<file path="src/rtl/core/cflts_pkg.sv">
// ----------------------------------------------------------------------------
// cflts_pkg
// Shared types and constants for the local time step block: beat structs,
// shared unit commands and the sequencer states.
// ----------------------------------------------------------------------------
package cflts_pkg;

	localparam int FRAC_BITS_DEF = 16;
	localparam int CFL_W         = 24;
	localparam int ADDR_W        = 3;
	localparam int DATA_W        = 32;

	localparam logic REG_CFL_IDX = 1'b0;

	localparam logic [5:0] SQRT_LAST = 6'd31;
	localparam logic [5:0] DIV_LAST  = 6'd63;
	localparam logic [63:0] SQRT_BIT0 = 64'h4000_0000_0000_0000;

	typedef struct packed {
		logic [63:0] x_face_here;
		logic [63:0] x_face_before;
		logic [63:0] y_face_here;
		logic [63:0] y_face_before;
		logic [63:0] velocity;
		logic [31:0] beta_sq;
		logic [31:0] volume;
		logic        end_of_field;
	} item_t;

	typedef struct packed {
		logic [31:0] local_dt;
		logic [31:0] min_dt;
		logic        degenerate;
		logic        sweep_done;
	} result_t;

	typedef enum logic [1:0] {
		OP_MUL,
		OP_SQRT,
		OP_DIV
	} alu_op_t;

	typedef struct packed {
		logic        start;
		alu_op_t     op;
		logic [63:0] a;
		logic [63:0] b;
	} alu_req_t;

	typedef struct packed {
		logic        done;
		logic [63:0] value;
	} alu_rsp_t;

	typedef enum logic [3:0] {
		ST_IDLE,
		ST_AVG,
		ST_MX,
		ST_MY,
		ST_AMAG,
		ST_P1,
		ST_P2,
		ST_QUOT,
		ST_QL,
		ST_QH,
		ST_ROOT,
		ST_LO,
		ST_HI,
		ST_CV,
		ST_DT,
		ST_OUT
	} seq_state_t;

endpackage

</file>
<file path="src/rtl/core/cflts_alu.sv">
// ----------------------------------------------------------------------------
// cflts_alu
// Shared arithmetic unit: registered 32x32 multiply, 64-bit square root
// at one result bit per cycle, 64/64 restoring divide at one bit per cycle.
// ----------------------------------------------------------------------------
module cflts_alu (
	input  logic               clk,
	input  logic               arst_n,
	input  cflts_pkg::alu_req_t req,
	output cflts_pkg::alu_rsp_t rsp
);
	import cflts_pkg::*;

	logic        busy_q;
	logic        done_q;
	alu_op_t     op_q;
	logic [5:0]  cnt_q;
	logic [63:0] rem_q;
	logic [63:0] quo_q;
	logic [63:0] dvs_q;
	logic [63:0] value_q;

	logic [63:0] prod;
	logic [64:0] trial;
	logic        div_ge;
	logic [63:0] root_b;
	logic        sqrt_ge;
	logic [63:0] rem_n;
	logic [63:0] quo_n;

	assign prod = req.a[31:0] * req.b[31:0];

	always_comb begin
		trial   = {rem_q, quo_q[63]};
		div_ge  = trial >= {1'b0, dvs_q};
		root_b  = quo_q + dvs_q;
		sqrt_ge = rem_q >= root_b;
		if (op_q == OP_DIV) begin
			rem_n = div_ge ? 64'(trial - {1'b0, dvs_q}) : trial[63:0];
			quo_n = {quo_q[62:0], div_ge};
		end else begin
			rem_n = sqrt_ge ? rem_q - root_b : rem_q;
			quo_n = sqrt_ge ? (quo_q >> 1) + dvs_q : quo_q >> 1;
		end
	end

	always_ff @(posedge clk or negedge arst_n) begin
		if (!arst_n) begin
			busy_q <= 1'b0;
			done_q <= 1'b0;
			cnt_q  <= '0;
			op_q   <= OP_MUL;
		end else begin
			done_q <= 1'b0;
			if (req.start) begin
				op_q <= req.op;
				unique case (req.op)
					OP_MUL:  done_q <= 1'b1;
					OP_SQRT: begin
						busy_q <= 1'b1;
						cnt_q  <= SQRT_LAST;
					end
					OP_DIV:  begin
						busy_q <= 1'b1;
						cnt_q  <= DIV_LAST;
					end
					default: done_q <= 1'b1;
				endcase
			end else if (busy_q) begin
				cnt_q <= cnt_q - 6'd1;
				if (cnt_q == '0) begin
					busy_q <= 1'b0;
					done_q <= 1'b1;
				end
			end
		end
	end

	always_ff @(posedge clk) begin
		if (req.start) begin
			unique case (req.op)
				OP_MUL:  value_q <= prod;
				OP_SQRT: begin
					rem_q <= req.a;
					quo_q <= '0;
					dvs_q <= SQRT_BIT0;
				end
				OP_DIV:  begin
					rem_q <= '0;
					quo_q <= req.a;
					dvs_q <= req.b;
				end
				default: value_q <= prod;
			endcase
		end else if (busy_q) begin
			rem_q <= rem_n;
			quo_q <= quo_n;
			if (op_q == OP_SQRT) begin
				dvs_q <= dvs_q >> 2;
			end
			if (cnt_q == '0) begin
				value_q <= quo_n;
			end
		end
	end

	assign rsp.done  = done_q;
	assign rsp.value = value_q;

endmodule

</file>
<file path="config.mk">
export PLATFORM = sky130hd
export DESIGN_NAME = cflts_alu
export DESIGN_NICKNAME = d
export VERILOG_FILES = /design/src/rtl/core/cflts_pkg.sv /design/src/rtl/core/cflts_alu.sv
export SDC_FILE = /design/constraint.sdc
export NUM_CORES = 2
export LEC_CHECK = 0
export BUFFER_PORTS_ARGS = -buffer_cell sky130_fd_sc_hd__buf_4
export CAP_MARGIN = 30
export CORE_ASPECT_RATIO = 0.8
export CORE_MARGIN = 5
export CORE_UTILIZATION = 60
export DETAILED_ROUTE_END_ITERATION = 10
export PLACE_DENSITY = 0.85
export REMOVE_ABC_BUFFERS = 1
export SYNTH_ARGS = -nofsm -noshare
export SYNTH_HDL_FRONTEND = slang
export SYNTH_SLANG_ARGS = --single-unit
</file>
<file path="constraint.sdc">
create_clock -name clk -period 11.88 [get_ports clk]
set_input_delay 0.594 -clock clk [delete_from_list [all_inputs] [get_ports clk]]
set_output_delay 0.594 -clock clk [all_outputs]
set_load 0.01 [all_outputs]
</file>
==> Implementation_results.wiki <==
{| class="wikitable"
! Metric !! Value
|-
| Outcome || finished, final reports clean
|-
| Cell with the most instances after synthesis || sky130_fd_sc_hd__inv_1
|-
| Count of distinct cell types in the synthesized netlist || 96
|-
| TritonCTS clock tree || yes
|-
| Master cell of the clock root buffer || sky130_fd_sc_hd__clkbuf_16
|-
| Drc violations || 0
|-
| Detailed router's first-iteration violation count || roughly 5,400
|-
| Startpoint kind of the worst setup timing path || flip-flop
|-
| Synthesis-to-finish area growth || 4.715%
|-
| Average cell area after synthesis || between 8 and 9 um2
|-
| Number of buffers created by CTS || 30
|-
| Post-synth ARST share || under 10%
|-
| Setup-failing EPs final || 0
|-
| Destination of the worst hold path || op_q[1]$_DFFE_PN0P_
|-
| Share of final-layout standard cells stronger than drive strength 1 || approximately 5%
|-
| Unrepaired setup endpoints after global routing || false
|-
| Post-synthesis instance area || about 61,000 um2
|-
| Area enclosed by the die boundary || ~110,000 um2
|-
| Fin. Hold Viols || 0
|-
| Row count || ~100
|-
| Antenna violations before repair || 2
|-
| Buffer count from post-CTS setup fixing || 0
|-
| CP Class || flip-flop to flip-flop
|-
| HPWL reported at the end of detailed placement || ~150,000 um
|-
| Number of synthesized flops with an enable pin || 256
|-
| Number of top-level pins || roughly 200
|-
| Port Buf Inserts || between 150 and 200
|-
| Layout Skew || between 20 and 25 ps
|-
| Net count reported at finish || 8,376
|-
| Maximum buffer depth of the clock tree || 3
|-
| Top_reg_cell synth || sky130_fd_sc_hd__edfxtp_1
|-
| Pins Over Slew Limit || 0
|-
| Detailed Route WL || ~190,000 um
|-
| R2R setup slack || 3350 ps
|-
| Required time reported for the critical path endpoint || 12,080 ps
|-
| Beginning of the worst register-to-register path || quo_q[6]$_DFFE_PP_
|-
| Pin count of the biggest net entering global routing || 76
|-
| CP max FO || 75
|-
| Overall die width || between 300 and 400 um
|-
| Final RePlAce weighted congestion || around 1.0
|-
| Portion of the post-synthesis area used by sequential elements || a little over an eighth
|-
| Most instantiated cells after synthesis || sky130_fd_sc_hd__inv_1 (987), sky130_fd_sc_hd__fa_1 (900), sky130_fd_sc_hd__nand2_1 (778)
|-
| Number of filler instances in the final layout || between 8,000 and 9,000
|-
| Transition time of the tightest slew-check pin || 1061 ps
|-
| Synth top area cells || sky130_fd_sc_hd__fa_1 (30%), sky130_fd_sc_hd__edfxtp_1 (13%), sky130_fd_sc_hd__ha_1 (11%)
|-
| Initial standard-cell utilization of the core || between 60% and 70%
|-
| Die height || 294.5 um
|-
| Cell type with the largest total area after synthesis || sky130_fd_sc_hd__fa_1
|-
| Area share of the largest cell type after synthesis || a little under 30%
|-
| Global-route wire length before repair || ~290,000 um
|-
| Number of cells produced by synthesis || about 7,000
|-
| Max transition margin || ~29%
|-
| Crit path arrival time || 8730 ps
|-
| Placeable Area || approximately 100,000 um2
|-
| Routed vias/inst || 6.330
|-
| Global-route usage over all layers || 34.68%
|-
| Instance count along the most critical hold path || 3
|-
| Sinks on the clock net || 266
|-
| Type of the most critical hold path || primary input to flip-flop
|-
| Fmax || 117.3 MHz
|-
| Kind of capture point of the worst setup path || flip-flop
|-
| Period utilization || between 70% and 80%
|-
| Antenna violation net count after detailed routing || 0
|-
| Post-detailed-route wirelength per cell || ~23 um
|-
| Number of global-route vias before repair || ~53,000
|-
| CTS clk-pin slew, worst paths || ~70 ps
|-
| Clock period minus final worst setup slack || approximately 8500 ps
|-
| Worst skew pair latency || roughly 620 ps
|-
| Worst Hold Launch || req[129]
|-
| Detailed-router iteration count before antenna repair || 7
|-
| H-tree levels || 1
|-
| Remaining Overflow, GRT || 0
|-
| Count of state elements after synthesis || about 270
|-
| Max-cap check violation count || 0
|-
| Reg-to-reg critical path endpoint || value_q[38]$_DFFE_PP_
|-
| Total of warnings raised by yosys || 0
|-
| Via count || slightly above 50,000
|-
| Final TNS setup || 0 ps
|-
| Worst Reg-to-Reg Cells || 27
|}
sequential cells by signal, summed over array words and instances, names as in the netlist:
register	flops
quo_q	64
cnt_q	6
done_q	1
rem_q	64
busy_q	1
value_q	64
op_q	2
dvs_q	64
worst max-delay path by stage:
stage          slack (ps)                from  cells after the start                     to
6_report             3350  quo_q[6]$_DFFE_PP_                     27  value_q[38]$_DFFE_PP_
3_3_place_gp         3380             req[81]                     25  value_q[47]$_DFFE_PP_
5_1_grt              3050  quo_q[1]$_DFFE_PP_                     27  value_q[38]$_DFFE_PP_
4_1_cts              3750  dvs_q[0]$_DFFE_PP_                     27  value_q[38]$_DFFE_PP_
3_5_place_dp         3200             req[94]                     28  value_q[56]$_DFFE_PP_
2_1_floorplan        1060  dvs_q[0]$_DFFE_PP_                     23     rem_q[0]$_DFFE_PP_
what timing repair did:
action | 4_1_cts | 5_1_grt
hold buffers | 1 | 0
endpoints found under the hold margin | 10 | 0
setup endpoints to repair | 0 | 0
gates resized for setup | 0 | 0
cells by family after synthesis:
| logic type | count (synthesis) | share of synthesized area (%) |
|---|---|---|
| xor+xnor | 294 | 4.243 |
| flops | 266 | 13.08 |
| fa+ha+maj | 1421 | 40.43 |
| compound gates | 1529 | 16.41 |
| buf+inv | 1395 | 8.681 |
| simple gates | 2041 | 16.69 |
| mux | 28 | 0.4659 |
cell type report:
cell class	instances	area, um2	share of cell area (%)
inverters	988	3709	5.835
repair buffers	223	1693	2.664
diodes	1	2.502	0.003938
flip-flops and latches	266	7938	12.49
clock inverters	23	201.4	0.3170
clock buffers	33	783.3	1.232
well taps	1325	1658	2.609
multi-input cells	5313	47570	74.85
routing by layer:
metal  share of wire, %  global-route usage (%)  up-vias
li1                   -                       -    22650
met5             0.0070                       0        -
met3                 11                   6.956      536
met4                4.7                   13.20        2
met1                 40                   47.41    25630
met2                 45                   55.01     2910
metrics by stage:
stage	worst slack, ps	utilization [%]	hold WS, ps	area, um2	instances
after floorplan	1055	-	298.4	59130	6567
after global placement	3376	62.25	429.2	62540	8113
after detailed placement	3204	62.27	432.2	62560	8114
after CTS	3748	63.26	220.4	63550	8171
after global routing	3048	63.26	240.2	63550	8171
final	3355	63.26	234.0	63550	8172
placed cells by master (no fill, tap or decap), types with 30 or more instances in the layout:
| cell type | Yosys | routed |
|---|---|---|
| sky130_fd_sc_hd__a31oi_1 | 42 | 42 |
| sky130_fd_sc_hd__ha_1 | 521 | 521 |
| sky130_fd_sc_hd__o21ai_0 | 300 | 299 |
| sky130_fd_sc_hd__o21ai_1 | 30 | 30 |
| sky130_fd_sc_hd__a21oi_1 | 411 | 410 |
| sky130_fd_sc_hd__nand2_1 | 778 | 778 |
| sky130_fd_sc_hd__inv_1 | 987 | 986 |
| sky130_fd_sc_hd__fa_1 | 900 | 900 |
| sky130_fd_sc_hd__o211ai_1 | 32 | 32 |
| sky130_fd_sc_hd__a21o_1 | 323 | 323 |
| sky130_fd_sc_hd__and2_1 | 608 | 607 |
| sky130_fd_sc_hd__o21bai_1 | 60 | 60 |
| sky130_fd_sc_hd__nor2b_1 | 34 | 34 |
| sky130_fd_sc_hd__xor2_1 | 137 | 137 |
| sky130_fd_sc_hd__a22oi_1 | 33 | 33 |
| sky130_fd_sc_hd__nor3_1 | 60 | 60 |
| sky130_fd_sc_hd__buf_4 | 1 | 220 |
| sky130_fd_sc_hd__nor2_1 | 259 | 255 |
| sky130_fd_sc_hd__clkbuf_16 | 0 | 31 |
| sky130_fd_sc_hd__edfxtp_1 | 256 | 256 |
| sky130_fd_sc_hd__xnor2_1 | 157 | 157 |
| sky130_fd_sc_hd__a211oi_1 | 63 | 63 |
| sky130_fd_sc_hd__nand4_1 | 87 | 87 |
| sky130_fd_sc_hd__nand3_1 | 64 | 64 |
| sky130_fd_sc_hd__and3_1 | 40 | 40 |
worst max-delay path, stage by stage (launching register included):
cell and delay, ps:
sky130_fd_sc_hd__edfxtp_1 450, sky130_fd_sc_hd__ha_1 380, sky130_fd_sc_hd__a2111oi_0 390, sky130_fd_sc_hd__o21ai_0 260, sky130_fd_sc_hd__nand3_1 210, sky130_fd_sc_hd__a21oi_1 90, sky130_fd_sc_hd__nor2b_1 190, sky130_fd_sc_hd__o21ai_0 220
sky130_fd_sc_hd__a21o_1 230, sky130_fd_sc_hd__a21o_1 220, sky130_fd_sc_hd__a21oi_1 380, sky130_fd_sc_hd__o31ai_1 170, sky130_fd_sc_hd__a21oi_1 200, sky130_fd_sc_hd__xor2_1 290, sky130_fd_sc_hd__ha_1 390, sky130_fd_sc_hd__a21oi_1 210
sky130_fd_sc_hd__o21ai_1 90, sky130_fd_sc_hd__nand2_1 110, sky130_fd_sc_hd__a31oi_1 160, sky130_fd_sc_hd__a21oi_1 290, sky130_fd_sc_hd__o21ai_0 220, sky130_fd_sc_hd__a221o_1 430, sky130_fd_sc_hd__a31oi_4 330, sky130_fd_sc_hd__buf_4 560
sky130_fd_sc_hd__buf_4 690, sky130_fd_sc_hd__o21ai_0 220, sky130_fd_sc_hd__o211ai_1 210, sky130_fd_sc_hd__o21ai_0 460
Power is not shown: default switching activity piles up to over one toggle a cycle in this logic, so the estimate is an artifact.
